===== config.mk =====
export PLATFORM = sky130hd
export DESIGN_NAME = vgd_ctrl
export DESIGN_NICKNAME = d
export VERILOG_FILES = /design/src/rtl/core/vgd_pkg.sv /design/src/rtl/core/vgd_ctrl.sv
export SDC_FILE = /design/constraint.sdc
export NUM_CORES = 1
export LEC_CHECK = 0
export ABC_AREA = 1
export BUFFER_PORTS_ARGS = -buffer_cell sky130_fd_sc_hd__buf_2
export CORE_AREA = 2 2 39 41
export DETAILED_ROUTE_END_ITERATION = 7
export DIE_AREA = 0 0 41 43
export PLACE_DENSITY = 0.77
export SETUP_SLACK_MARGIN = 0.5
export SLEW_MARGIN = 20
export SYNTH_ARGS = -nofsm -noshare
export SYNTH_HDL_FRONTEND = slang
export SYNTH_SLANG_ARGS = --single-unit

===== constraint.sdc =====
create_clock -name aclk -period 3.6 [get_ports aclk]
set_input_delay 0.36 -clock aclk [delete_from_list [all_inputs] [get_ports aclk]]
set_output_delay 0.36 -clock aclk [all_outputs]
set_load 0.05 [all_outputs]

===== src/rtl/core/vgd_pkg.sv =====
`timescale 1ns / 1ps
// Shared types and constants of the voxel grid downsampler.
// Depends on nothing; the datapath, controller, top level and testbench import it.
package vgd_pkg;

    localparam int POS_W      = 32;   // Q16.16 coordinate
    localparam int CSUM_W     = 56;   // coordinate sum
    localparam int FEAT_W     = 16;   // Q8.8 feature
    localparam int FSUM_W     = 40;   // feature sum
    localparam int CNT_W      = 24;   // point and vote counts
    localparam int OUT_FEATS  = 8;    // feature slots on the ports
    localparam int CLASS_W    = 4;
    localparam int GRID_W     = 31;
    localparam int FCNT_W     = 4;
    localparam int DIV_W      = 56;   // divider dividend width
    localparam int DIVISOR_W  = 32;
    localparam int STAT_W     = 3;
    localparam int OP_W       = 4;
    localparam int CFG_IDX_W  = 2;
    localparam int S_TDATA_W  = 232;
    localparam int M_TDATA_W  = 256;

    localparam logic [CNT_W-1:0]  CNT_MAX    = '1;
    localparam logic [GRID_W-1:0] GRID_RESET = 31'd65536;

    localparam logic CMD_ADD   = 1'b0;
    localparam logic CMD_FETCH = 1'b1;

    localparam logic [STAT_W-1:0] ST_MERGED  = 3'd0;
    localparam logic [STAT_W-1:0] ST_NEW     = 3'd1;
    localparam logic [STAT_W-1:0] ST_DROPPED = 3'd2;
    localparam logic [STAT_W-1:0] ST_EMITTED = 3'd3;
    localparam logic [STAT_W-1:0] ST_EMPTY   = 3'd4;

    localparam logic [CFG_IDX_W-1:0] REG_GRID_SIZE      = 2'd0;
    localparam logic [CFG_IDX_W-1:0] REG_FEATURE_COUNT  = 2'd1;
    localparam logic [CFG_IDX_W-1:0] REG_LABELS_ENABLED = 2'd2;

    // Commands from the controller to the datapath.
    typedef struct packed {
        logic              latch;       // capture the accepted item
        logic              div_start;
        logic              key_cap;     // store floor quotient as key axis, advance op
        logic              srch_clr;
        logic              key_rd;
        logic              srch_next;
        logic              open_entry;  // write a new entry at the fill point
        logic              acc_rd;
        logic              acc_wr;
        logic              drain_rd;
        logic              mean_cap;    // store truncated quotient, advance op
        logic              cls_clr;
        logic              cls_step;
        logic              drain_adv;
        logic              set_status;
        logic [STAT_W-1:0] status;
        logic              out_load;
    } vgd_cmd_t;

    // Status from the datapath to the controller.
    typedef struct packed {
        logic item_fetch;
        logic div_done;
        logic key_last;
        logic mean_last;
        logic srch_end;
        logic key_match;
        logic full;
        logic saturated;
        logic drain_empty;
        logic cls_last;
        logic out_free;
    } vgd_stat_t;

endpackage


===== src/rtl/core/vgd_ctrl.sv =====
`timescale 1ns / 1ps
// Controller state machine: sequences key division, table search, update and
// voxel drain. Depends on vgd_pkg.
module vgd_ctrl (
    input  logic               aclk,
    input  logic               aresetn,
    input  logic               s_tvalid,
    output logic               s_tready,
    input  vgd_pkg::vgd_stat_t stat,
    output vgd_pkg::vgd_cmd_t  cmd
);
    import vgd_pkg::*;

    typedef enum logic [3:0] {
        IDLE, K_START, K_WAIT, S_READ, S_CMP, N_OPEN, A_READ, A_WRITE,
        F_CHECK, F_START, F_WAIT, M_SCAN, F_DONE, RESP
    } state_t;

    state_t state_reg, state_next;

    always_comb begin
        cmd        = '0;
        state_next = state_reg;
        unique case (state_reg)
            IDLE: begin
                if (s_tvalid) begin
                    cmd.latch  = 1'b1;
                    state_next = K_START;
                end
            end
            K_START: begin
                // Fetch items skip the key divisions.
                if (stat.item_fetch) begin
                    state_next = F_CHECK;
                end else begin
                    cmd.div_start = 1'b1;
                    state_next    = K_WAIT;
                end
            end
            K_WAIT: begin
                if (stat.div_done) begin
                    cmd.key_cap = 1'b1;
                    if (stat.key_last) begin
                        cmd.srch_clr = 1'b1;
                        state_next   = S_READ;
                    end else begin
                        state_next = K_START;
                    end
                end
            end
            S_READ: begin
                if (stat.srch_end) begin
                    state_next = N_OPEN;
                end else begin
                    cmd.key_rd = 1'b1;
                    state_next = S_CMP;
                end
            end
            S_CMP: begin
                if (stat.key_match) begin
                    state_next = A_READ;
                end else begin
                    cmd.srch_next = 1'b1;
                    state_next    = S_READ;
                end
            end
            N_OPEN: begin
                cmd.set_status = 1'b1;
                if (stat.full) begin
                    cmd.status = ST_DROPPED;
                end else begin
                    cmd.status     = ST_NEW;
                    cmd.open_entry = 1'b1;
                end
                state_next = RESP;
            end
            A_READ: begin
                cmd.acc_rd = 1'b1;
                state_next = A_WRITE;
            end
            A_WRITE: begin
                cmd.acc_wr     = !stat.saturated;
                cmd.set_status = 1'b1;
                cmd.status     = ST_MERGED;
                state_next     = RESP;
            end
            F_CHECK: begin
                if (stat.drain_empty) begin
                    cmd.set_status = 1'b1;
                    cmd.status     = ST_EMPTY;
                    state_next     = RESP;
                end else begin
                    cmd.drain_rd = 1'b1;
                    state_next   = F_START;
                end
            end
            F_START: begin
                cmd.div_start = 1'b1;
                state_next    = F_WAIT;
            end
            F_WAIT: begin
                if (stat.div_done) begin
                    cmd.mean_cap = 1'b1;
                    if (stat.mean_last) begin
                        cmd.cls_clr = 1'b1;
                        state_next  = M_SCAN;
                    end else begin
                        state_next = F_START;
                    end
                end
            end
            M_SCAN: begin
                cmd.cls_step = 1'b1;
                if (stat.cls_last) begin
                    state_next = F_DONE;
                end
            end
            F_DONE: begin
                cmd.drain_adv  = 1'b1;
                cmd.set_status = 1'b1;
                cmd.status     = ST_EMITTED;
                state_next     = RESP;
            end
            RESP: begin
                if (stat.out_free) begin
                    cmd.out_load = 1'b1;
                    state_next   = IDLE;
                end
            end
            default: state_next = IDLE;
        endcase
    end

    always_ff @(posedge aclk) begin
        if (!aresetn) begin
            state_reg <= IDLE;
        end else begin
            state_reg <= state_next;
        end
    end

    assign s_tready = state_reg == IDLE;
endmodule


# Word level (Yosys, flattened, before mapping)

Cells that the tools add are included.

Register bits after elaboration: 4
Input bits: 14
Output and inout bits: 20
Word-level logic and storage cells: 62

Equality and inequality tests: 18
Multiplexer cells: 39
Reduce and logical (&&, ||, !) cells: 4

Operators by type and width:

| operator             | count |
|---|---|
| $pmux W4 S12         | 1 |
| $mux W4              | 7 |
| $eq A4 B4 Y1 const B | 6 |
| $mux W1              | 20 |
| $eq A4 B3 Y1 const B | 4 |
| $pmux W4 S4          | 1 |
| $mux W2              | 7 |
| $ne A2 B2 Y1 const B | 5 |
| $eq A4 B2 Y1 const B | 2 |
| $mux W3              | 2 |
| $reduce_and A5 Y1    | 1 |
| $eq A4 B1 Y1 const B | 1 |
| $logic_not A4 Y1     | 1 |
| $reduce_or A3 Y1     | 1 |
| $pmux W1 S2          | 1 |
| $logic_not A1 Y1     | 1 |

# Logic depth before layout (Yosys ltp)

Gate-level depths: netlist (run 1).

Depth in word-level cells: 3
Gate-level depth with buffers: 9
Gate-level depth less buffers: 9

# Least setup slack after synthesis (run 1)

OpenSTA, ideal clock, no wires.

Path kind: reg-to-output
Start: reg state_reg[3]
End: out cmd[16] (netlist bit)
Arrival: 1923 ps
Data required time: 3240 ps
Slack: 1317 ps
Cell stages (with the launch flop): 2
Path buffers: 0
Path through: dfxtp_1 > nor4_1

RTL lines:

| item                     | RTL line        | source |
|---|---|---|
| start: declaration       | vgd_ctrl.sv:19  | `state_t state_reg, state_next;` |
| start signal: assignment | vgd_ctrl.sv:138 | `state_reg <= state_next;` |
| end: declaration         | vgd_ctrl.sv:10  | `output vgd_pkg::vgd_cmd_t cmd` |

==> results.yml, run 1 <==
floorplan:
  start_util_pct: 36.3
  pin_count: 34
  die_h_um: 43
  die_w_um: 41
  design.die.area_sq_mm: 0.00176
  core_sq_mm: 0.00138
  core.rowCount: 14
timing:
  worst_slew_pin_slew_ps: 309
  rsz0062_at_grt: "no"
  slew_headroom_pct: 79.3
  max_clock_freq_mhz: 534
  period_minus_slack_ps: 1870
  worst_clock_skew_ps: 3.10
  slew_viol_final: 0
  post-route-period-util_pct: 52.0
  setup_total_negative_slack_ps: 0
  setup_viol: 0
  timing.final.ws_setup_ps: 1730
  final_layout_worst_hold_slack_ps: 404
  number_of_hold_violations_in_the_final_report: 0
routing:
  drtPass1Iterations: 4
  post-route-drc-count: 0
  wl_per_cell_um: 9.19
  vias: 702
  routed_wirelength_mm: 1.43
  postRouteAntennaNets: 0
  drtIter0Drc: 21
  via_per_inst: 4.53
layout:
  finish.instance_area_sq_um: 709
  insertedDiodeCount: 0
  filler_cell_count: 148
  layout-area-overhead-vs-synth_pct: 41.4
  fin_cells: 155
  largest_reg_flops: 4
  sequential_cell_area_sq_um: 80.1
  post_route_cells_drive_above_1_share_pct: 30.2
  layout.cells.most_common: "sky130_fd_sc_hd__buf_2"
  area_of_the_multi_input_gates_sq_um: 332
  final_cell_mix: "33 x sky130_fd_sc_hd__buf_2, 30 x sky130_fd_sc_hd__nand2_1, 22 x sky130_fd_sc_hd__inv_1, 17 x sky130_fd_sc_hd__nor2_1, 10 x sky130_fd_sc_hd__nand3_1"
  postLayoutCoreUtil_pct: 51.3
  finish.net_count: 155
clock_network:
  clock_latency_ps: 230
  cts_sinks: 4
  cts-hold-fix-buffers: 0
  tritoncts: "built"
  tritoncts.num_buffers: 3
  clk_path_buf_depth: 2
  cts_root_buffer: "sky130_fd_sc_hd__clkbuf_4"
  cts.clk_slew.worst_paths_ps: 40
  cts.htree.levels: 1
  cts.repair_timing.setup_buffer_count: 0
  post_cts_resized: 0
power_and_ir_drop:
  leakagePower_nw: 0.503
  vdd.ir_drop.worst_mv: 0.287
  power.density_cell_area_mw_per_mm2: 568
  design_power_total_mw: 0.403
logic_synthesis:
  synth.yosys.seq_area_share_pct: 16.0
  synth.ff_latch_count: 4
  post_synth.cell_area_avg_sq_um: 4.87
  netlist_area_sq_um: 502
  ys_types: 15
  syn_warnings: 0
  cell_count_after_synthesis: 103
  synth_nets: 117
critical_path:
  crit-reg2reg-capture: "state_reg[0]"
  reg2reg_slack_ps: 2190
  ff2ff_path_depth: 6
  type_of_the_setup_path_with_the_least_slack: "flop to output pin"
  crit_fanout: 7
  data_arrival_time_of_the_critical_path_ps: 1510
  r2r_start: "state_reg[0]"
  cp_data_required_time_ps: 3240
  start_kind: "flop"
  timing.critical_path.to_type: "output pin"
global_routing:
  first_global_vias: 570
  overflow: 0
  grt_max_degree: 8
  number_of_antenna_violations_at_the_first_check_in_global_routing: 0
  grt_first_pass_wirelength_mm: 2.21
  global_route_usage_over_all_layers_pct: 17.7
run:
  max_cap_check_violation_count: 0
placed_design:
  numPortBuffers: 33
  detailed_place.area_sq_um: 687
  gp_congestion: 0.889
  dp_hpwl_mm: 1.19
  dp.cells: 152
  detailedPlace.worstSlack_ps: 1990
outcome:
  status: "completed"
min_path:
  min_delay_worst_endpoint: "state_reg[2]"
  worstHoldStart: "aresetn"
  hold_path_depth: 3
  hold_path.class: "input port to flop"
logic make-up after synthesis:
| kind of cell | count (synthesis) | share of synthesized area [%] |
|---|---|---|
| and+or+nand+nor | 67 | 58.1 |
| AOI/OAI and AO/OA | 8 | 7.98 |
| buffers and inverters | 24 | 18.0 |
| DFF | 4 | 16.0 |
worst max path at each step:
stage	startpoint	slack, ps	cells past startpoint	end
2_1_floorplan	state_reg[3]	1320	1	cmd[16]
3_3_place_gp	state_reg[2]	2030	5	cmd[1]
3_5_place_dp	state_reg[3]	1990	7	cmd[4]
4_1_cts	state_reg[3]	1730	7	cmd[4]
5_1_grt	state_reg[0]	1600	6	cmd[4]
6_report	state_reg[3]	1730	7	cmd[4]
per-layer routing:
layer / track usage, % / routed length (um) / up-vias
li1: - / - / 388
met1: 23.8 / 673 / 288
met2: 27.2 / 649 / 26
met3: 4.71 / 102 / 0
met4: 4.00 / 0 / 0
met5: 0 / 0 / -
cell type report:
cell class	count	area share, %
tap	16	2.82
sequential	4	11.3
clock buffer	3	3.17
multi-input combinational	75	46.7
timing repair buffer	33	23.3
inverter	24	12.7
critical path, cell delays in order, from the launching register on:
cell and delay (ps):
sky130_fd_sc_hd__dfxtp_1 480, sky130_fd_sc_hd__inv_2 80, sky130_fd_sc_hd__nor2_2 150, sky130_fd_sc_hd__nand2_1 120, sky130_fd_sc_hd__nor2_2 110, sky130_fd_sc_hd__nor2_1 60, sky130_fd_sc_hd__inv_1 40, sky130_fd_sc_hd__buf_2 250
cells in the mapped netlist:
master                    count  area [sq um]
sky130_fd_sc_hd__nand2_1     30           113
sky130_fd_sc_hd__o21ai_0      3          15.0
sky130_fd_sc_hd__a21oi_1      4          20.0
sky130_fd_sc_hd__o21ai_1      1          5.00
sky130_fd_sc_hd__nor4_1       1          6.26
sky130_fd_sc_hd__nor3b_1      1          7.51
sky130_fd_sc_hd__nor2_4       1          11.3
sky130_fd_sc_hd__inv_1       22          82.6
sky130_fd_sc_hd__dfxtp_1      4          80.1
sky130_fd_sc_hd__nand3_1     10          50.1
sky130_fd_sc_hd__nand4_1      1          6.26
sky130_fd_sc_hd__nor2_1      17          63.8
sky130_fd_sc_hd__nor2_2       3          18.8
sky130_fd_sc_hd__nor3_1       3          15.0
sky130_fd_sc_hd__inv_2        2          7.51
power by group:
| group | internal (mW) | switching [mW] |
|---|---|---|
| sequential | 0.0566 | 0.0197 |
| combinational | 0.0676 | 0.205 |
| clock | 0.0372 | 0.0168 |
| total | 0.161 | 0.241 |
Power figures use the tool's default switching activity.
==> run 2: changes to the inputs <==
clock period = 1.83 ns   (was 3.6 ns; I/O delays follow)
==> results.yml, run 2 (synthesis results as in run 1) <==
timing:
  worst_slew_pin_slew_ps: 308
  max_clock_freq_mhz: 621
  timing.final.ws_setup_ps: 220
  number_of_hold_violations_in_the_final_report: 0
  rsz0062_at_grt: "yes"
  post-route-period-util_pct: 88.0
  slew_viol_final: 0
  worst_clock_skew_ps: 6.89
  setup_total_negative_slack_ps: 0
  setup_viol: 0
  period_minus_slack_ps: 1610
  slew_headroom_pct: 79.4
  final_layout_worst_hold_slack_ps: 252
layout:
  final_cell_mix: "17 x sky130_fd_sc_hd__buf_6, 15 x sky130_fd_sc_hd__nand2_1, 14 x sky130_fd_sc_hd__inv_1, 14 x sky130_fd_sc_hd__buf_4, 13 x sky130_fd_sc_hd__buf_2"
  largest_reg_flops: 4
  layout.cells.most_common: "sky130_fd_sc_hd__buf_6"
  layout-area-overhead-vs-synth_pct: 141
  post_route_cells_drive_above_1_share_pct: 70.6
  insertedDiodeCount: 0
  finish.net_count: 169
run:
  max_cap_check_violation_count: 0
global_routing:
  grt_max_degree: 8
  met3_usage_pct: 4.71
  global_route_usage_over_all_layers_pct: 22.0
  number_of_antenna_violations_at_the_first_check_in_global_routing: 0
  grt_first_pass_wirelength_mm: 2.68
  first_global_vias: 692
  globalRouteMet1Util_pct: 25.0
  busiest_layer: "met2"
  overflow: 0
  grt.met2_usage_pct: 36.3
critical_path:
  critical_path.max_stage_delay_ps: 430
  timing.critical_path.to_type: "output pin"
  r2r_start: "state_reg[2]"
  reg2reg_slack_ps: 370
  cp_data_required_time_ps: 1650
  crit-reg2reg-capture: "state_reg[0]"
  ff2ff_path_depth: 10
  start_kind: "flop"
  critical-path-slowest-cell: "sky130_fd_sc_hd__dfxtp_4"
  crit_chain: "inv_4 -> nor2_4 -> nand2_4 -> nor2_4 -> nor2_4 -> inv_2 -> buf_8"
  timing.critical_path.mode_cell: "sky130_fd_sc_hd__nor2_4"
  crit_fanout: 6
  data_arrival_time_of_the_critical_path_ps: 1430
  type_of_the_setup_path_with_the_least_slack: "flop to output pin"
min_path:
  worstHoldStart: "aresetn"
  hold_path_depth: 3
  min_delay_worst_endpoint: "state_reg[3]"
  hold_path.class: "input port to flop"
floorplan:
  core_sq_mm: 0.00138
  die_h_um: 43
  design.die.area_sq_mm: 0.00176
  die_w_um: 41
  core.rowCount: 14
  start_util_pct: 36.3
  pin_count: 34
clock_network:
  clock_latency_ps: 250
  tritoncts.num_buffers: 3
  clk_path_buf_depth: 2
  cts_root_buffer: "sky130_fd_sc_hd__clkbuf_4"
  cts.htree.levels: 1
  tritoncts: "built"
  cts.clk_slew.worst_paths_ps: 50
  cts_sinks: 4
placed_design:
  dp_hpwl_mm: 1.24
  detailedPlace.worstSlack_ps: 355
  numPortBuffers: 33
  gp_congestion: 0.860
outcome:
  status: "completed"
routing:
  routed_wirelength_mm: 3.00
  drtIter0Drc: 13
  via_per_inst: 5.70
  wl_per_cell_um: 17.8
  postRouteAntennaNets: 0
  post-route-drc-count: 0
  vias: 964
  drtPass1Iterations: 4
power_and_ir_drop:
  vdd.ir_drop.worst_mv: 1.02
  leakagePower_nw: 0.659
  power.density_cell_area_mw_per_mm2: 1060
## run 2: cell count changes in the layout (fill, tap and decap cells not counted), moves of 4 or more
cell | previous run | this run
sky130_fd_sc_hd__inv_4 | 0 | 4
sky130_fd_sc_hd__nor2_1 | 17 | 5
sky130_fd_sc_hd__nand2_2 | 0 | 10
sky130_fd_sc_hd__nand2_1 | 30 | 15
sky130_fd_sc_hd__buf_6 | 0 | 17
sky130_fd_sc_hd__nor2_4 | 1 | 10
sky130_fd_sc_hd__dfxtp_4 | 0 | 4
sky130_fd_sc_hd__inv_1 | 22 | 14
sky130_fd_sc_hd__nand2_4 | 0 | 5
sky130_fd_sc_hd__buf_4 | 0 | 14
sky130_fd_sc_hd__inv_2 | 2 | 6
sky130_fd_sc_hd__dfxtp_1 | 4 | 0
sky130_fd_sc_hd__buf_2 | 33 | 13
## run 2: critical path, delay by kind of cell, from the launching register on
| family | cells | cell delay (ps) |
|---|---|---|
| simple gates | 4 | 470 |
| flops | 1 | 430 |
| buf+inv | 3 | 270 |
## run 2: cell type report
cell class	count	area, sq um
Multi-Input combinational cell	75	562
Timing Repair Buffer	47	412
Sequential cell	4	95.1
Inverter	24	100
Tap cell	16	20.0
Fill cell	65	173
Clock buffer	3	22.5
## run 2: how the worst max path moves through the flow
stage / start / end / slack, ps
after global routing: state_reg[0] / cmd[4] / 210
after detailed placement: state_reg[0] / cmd[4] / 350
after global placement: state_reg[0] / cmd[1] / 380
final: state_reg[3] / cmd[4] / 220
after CTS: state_reg[2] / cmd[1] / 350
after floorplan: state_reg[0] / cmd[16] / 290
## run 2: per-stage QoR
stage / std cells / area (sq um) / power [mW] / util, %
floorplan: 103 / 599 / 0.615 / -
global placement: 152 / 785 / 0.737 / 56.7
detailed placement: 152 / 785 / 0.738 / 56.7
CTS: 159 / 1010 / 1.01 / 73.3
global route: 169 / 1210 / 1.34 / 87.5
finish: 169 / 1210 / 1.28 / 87.5
## run 2: power by group
group          leakage [nW]  switching (mW)  internal [mW]
Sequential           0.0356          0.0843          0.124
Clock                0.0138          0.0486         0.0742
Combinational         0.610           0.621          0.328
Total                 0.659           0.754          0.526
## run 2: what timing repair did
action	CTS	global route
hold buffers	0	0
setup endpoints to repair	24	24
pin swaps	7	20
resized for setup	63	33
setup buffers	4	10
## run 2: layer usage
layer  routed length [um]  vias to the layer above
met3                  272                       22
met4                  172                        0
met2                 1510                       84
met5                    0                        -
met1                 1050                      441
li1                     -                      417
==> run 3: changes to the inputs <==
ABC_AREA = 0   (was 1)
CORE_AREA = not set   (was 2 2 39 41)
CORE_MARGIN = 1.5   (was not set)
CORE_UTILIZATION = 41   (was not set)
CTS_BUF_LIST = sky130_fd_sc_hd__clkbuf_2   (was not set)
DIE_AREA = not set   (was 0 0 41 43)
PLACE_DENSITY = 0.78   (was 0.77)
==> results.yml, run 3 <==
logic_synthesis:
  post_synth.cell_area_avg_sq_um: 6.73
  synth.ff_latch_count: 4
  synth_nets: 104
  ys_top_cells_by_area: "sky130_fd_sc_hd__dfxtp_1 13%, sky130_fd_sc_hd__nand2b_1 7.2%, sky130_fd_sc_hd__nor2_1 6.2%"
  synth_enable_flop_cells: 0
  synth_top_cell_by_area: "sky130_fd_sc_hd__dfxtp_1"
  netlist_area_sq_um: 606
  ys_types: 36
  syn_warnings: 0
  yosysMostFrequentCell: "sky130_fd_sc_hd__nor2_1"
  synth_common_cells: "10 x sky130_fd_sc_hd__nor2_1, 8 x sky130_fd_sc_hd__nand2_1, 7 x sky130_fd_sc_hd__nand2b_1, 7 x sky130_fd_sc_hd__nor3_1, 5 x sky130_fd_sc_hd__o21ai_0"
  async_flop_share_pct: 0
  synth-main-ff-cell: "sky130_fd_sc_hd__dfxtp_1"
  cell_count_after_synthesis: 90
  synth.top_cell.area_share_pct: 13.2
  synth.yosys.seq_area_share_pct: 13.2
floorplan:
  pin_count: 34
  core.rowCount: 13
  start_util_pct: 45.4
  die_w_um: 41.4
  die_h_um: 41.4
placed_design:
  numPortBuffers: 33
  gp_congestion: 0.847
  dp_hpwl_mm: 1.50
  dp.cells: 136
clock_network:
  cts.repair_timing.setup_buffer_count: 14
  cts_sinks: 4
  tritoncts.num_buffers: 3
  post_cts_resized: 65
  cts_root_buffer: "sky130_fd_sc_hd__clkbuf_2"
  cts-hold-fix-buffers: 0
  clk_path_buf_depth: 2
  cts.htree.levels: 1
outcome:
  error: "[ERROR DPL-0038] Utilization greater than 100%, impossible to legalize"
  last-stage-reached: "clock tree synthesis"
  status: "did not finish"
## run 3: changes by cell type after synthesis, moves of 3 or more
cell and change:
sky130_fd_sc_hd__nand2_1 -22, sky130_fd_sc_hd__inv_1 -18, sky130_fd_sc_hd__nand2b_1 +7, sky130_fd_sc_hd__nand3_1 -7, sky130_fd_sc_hd__nor2_1 -7, sky130_fd_sc_hd__buf_4 +4, sky130_fd_sc_hd__nor3_1 +4, sky130_fd_sc_hd__nor2_2 -3
sky130_fd_sc_hd__nor2b_1 +3, sky130_fd_sc_hd__nor4_1 +3
## run 3: per-stage QoR
step           area [sq um]  setup WS [ps]  hold slack [ps]  util [%]
3_3_place_gp           1020            301              458      76.5
3_5_place_dp           1020            265              469      76.5
2_1_floorplan           868           71.7              309         -
## run 3: cell families after synthesis
kind of cell / synth area share, %
flip-flops: 13.2
buffers and inverters: 12.8
AND/OR/NAND/NOR: 45.5
AO/OA/AOI/OAI: 28.5
==> run 4: changes to the inputs <==
CORE_AREA = 2 2 63 65   (was not set)
CORE_MARGIN = not set   (was 1.5)
CORE_UTILIZATION = not set   (was 41)
CTS_BUF_LIST = not set   (was sky130_fd_sc_hd__clkbuf_2)
DIE_AREA = 0 0 65 67   (was not set)
PLACE_DENSITY = not set   (was 0.78)
PLACE_DENSITY_LB_ADDON = 0.15   (was not set)
SETUP_SLACK_MARGIN = not set   (was 0.5)
==> results.yml, run 4 <==
layout:
  insertedDiodeCount: 0
  finish.net_count: 141
  layout-area-overhead-vs-synth_pct: 57.0
  finish.instance_area_sq_um: 951
  largest_reg_flops: 4
  layout.cells.most_common: "sky130_fd_sc_hd__buf_2"
  post_route_cells_drive_above_1_share_pct: 49.6
  postLayoutCoreUtil_pct: 26.4
  fin_cells: 173
  final_cell_mix: "30 x sky130_fd_sc_hd__buf_2, 10 x sky130_fd_sc_hd__nor2_1, 8 x sky130_fd_sc_hd__nand2_1, 7 x sky130_fd_sc_hd__buf_4, 6 x sky130_fd_sc_hd__nand2b_1"
floorplan:
  pin_count: 34
  design.die.area_sq_mm: 0.00436
  die_h_um: 67
  die_w_um: 65
  core.rowCount: 22
  start_util_pct: 16.8
  core_sq_mm: 0.00361
critical_path:
  endpoint: "cmd[13]"
  crit_fanout: 8
  data_arrival_time_of_the_critical_path_ps: 1520
  start_kind: "flop"
  r2r_start: "state_reg[1]"
  ff2ff_path_depth: 6
  type_of_the_setup_path_with_the_least_slack: "flop to output pin"
  timing.critical_path.to_type: "output pin"
  crit-reg2reg-capture: "state_reg[1]"
  worst_setup_path_startpoint: "state_reg[1]"
  reg2reg_slack_ps: 280
  cp_data_required_time_ps: 1650
clock_network:
  cts_root_buffer: "sky130_fd_sc_hd__clkbuf_8"
  cts-hold-fix-buffers: 0
  clk_path_buf_depth: 2
  tritoncts.num_buffers: 3
  post_cts_resized: 0
  cts_sinks: 4
  cts.clk_slew.worst_paths_ps: 30
  cts.htree.levels: 1
  tritoncts: "built"
  clock_latency_ps: 210
  cts.repair_timing.setup_buffer_count: 0
power_and_ir_drop:
  power.share.sequential_pct: 15.3
  p_switching_mw: 0.790
  p_comb_share_pct: 71.7
  leakagePower_nw: 0.411
  intPower_mw: 0.608
  power.density_cell_area_mw_per_mm2: 1470
  design_power_total_mw: 1.40
  p_clk_share_pct: 13.1
  vdd.ir_drop.worst_mv: 0.333
  switching_share_pct: 56.5
logic_synthesis:
  synth.top_cell.area_share_pct: 13.2
  synth_enable_flop_cells: 0
  ys_types: 36
  syn_warnings: 0
  async_flop_share_pct: 0
  synth_common_cells: "10 x sky130_fd_sc_hd__nor2_1, 8 x sky130_fd_sc_hd__nand2_1, 7 x sky130_fd_sc_hd__nand2b_1, 7 x sky130_fd_sc_hd__nor3_1, 5 x sky130_fd_sc_hd__o21ai_0"
  synth-main-ff-cell: "sky130_fd_sc_hd__dfxtp_1"
  yosys.area_share.simple_pct: 45.5
  fraction_of_the_mapped_netlist_area_in_compound_gates_pct: 28.5
  synthesized_area_fraction_occupied_by_adder_cells_pct: 0
  synth.yosys.seq_area_share_pct: 13.2
  synth.ff_latch_count: 4
  synth_nets: 104
  netlist_area_sq_um: 606
  post_synth.cell_area_avg_sq_um: 6.73
  cell_count_after_synthesis: 90
  yosys-mux-area-fraction_pct: 0
  synth_xor_area_share_pct: 0
  yosysMostFrequentCell: "sky130_fd_sc_hd__nor2_1"
  ys_top_cells_by_area: "sky130_fd_sc_hd__dfxtp_1 13%, sky130_fd_sc_hd__nand2b_1 7.2%, sky130_fd_sc_hd__nor2_1 6.2%"
  synth_top_family_by_area: "simple AND/OR/NAND/NOR gates"
  synth_top_cell_by_area: "sky130_fd_sc_hd__dfxtp_1"
timing:
  period_minus_slack_ps: 1700
  slew_headroom_pct: 77.6
  rsz0062_at_grt: "no"
  setup_viol: 0
  max_clock_freq_mhz: 587
  post-route-period-util_pct: 93.1
  timing.final.ws_setup_ps: 127
  number_of_hold_violations_in_the_final_report: 0
  worst_clock_skew_ps: 0.944
  worst_slew_pin_slew_ps: 336
  slew_viol_final: 0
placed_design:
  detailedPlace.worstSlack_ps: 251
  dp.cells: 170
  dp_hpwl_mm: 1.64
  detailed_place.area_sq_um: 895
  numPortBuffers: 33
  gp_congestion: 0.733
routing:
  postRouteAntennaNets: 0
  drtIter0Drc: 55
  post-route-drc-count: 0
  drtPass1Iterations: 6
  wl_per_cell_um: 12.2
  routed_wirelength_mm: 2.10
  via_per_inst: 4.45
  vias: 770
global_routing:
  overflow: 0
  grt_max_degree: 13
  number_of_antenna_violations_at_the_first_check_in_global_routing: 0
  grt_first_pass_wirelength_mm: 3.31
  global_route_usage_over_all_layers_pct: 9.75
  first_global_vias: 741
outcome:
  status: "completed"
run:
  max_cap_check_violation_count: 0
min_path:
  hold_path.class: "input port to flop"
run 4: how the worst min path moves through the flow:
stage	start	to	slack (ps)	cells after the start
2_1_floorplan	aresetn	state_reg[3]	320	1
3_3_place_gp	aresetn	state_reg[3]	480	2
3_5_place_dp	aresetn	state_reg[3]	480	2
4_1_cts	aresetn	state_reg[3]	260	2
5_1_grt	aresetn	state_reg[3]	270	2
6_report	aresetn	state_reg[3]	260	2
run 4: logic make-up after synthesis:
kind of cell / after synthesis
buffers and inverters: 12
AOI/OAI and AO/OA: 24
and+or+nand+nor: 50
DFF: 4
run 4: metal layers:
metal	wire (um)	track usage (%)	vias up
met5	0	0	-
met4	16	3.19	0
met3	137	2.87	2
met2	1060	17.0	21
met1	886	11.4	349
li1	-	-	398
run 4: area by class of cell:
type                       count  area [sq um]
multi-input combinational     74           527
tap                           48          60.1
clock buffer                   3          41.3
sequential                     4          82.6
fill                         414          2660
timing repair buffer          40           225
inverter                       4          15.0
run 4: critical path, stage by stage, from the launching register on:
cell                      delay [ps]
sky130_fd_sc_hd__dfxtp_1         390
sky130_fd_sc_hd__buf_4           210
sky130_fd_sc_hd__buf_4           160
sky130_fd_sc_hd__nor4_4          240
sky130_fd_sc_hd__buf_2           290
run 4: power groups by stage:
stage                     clock [mW]  sequential, mW  combinational [mW]
after global placement             0           0.208                1.00
after detailed placement           0           0.208               0.997
after global routing           0.195           0.224                1.09
after floorplan                    0           0.139               0.859
after CTS                      0.188           0.206                1.00
final                          0.183           0.213                1.00
run 4: metrics by stage:
step                      TNS (ps)  hold WS (ps)
after floorplan               -931           316
after global placement           0           485
after detailed placement         0           480
after CTS                        0           261
after global routing             0           271
final                            0           258
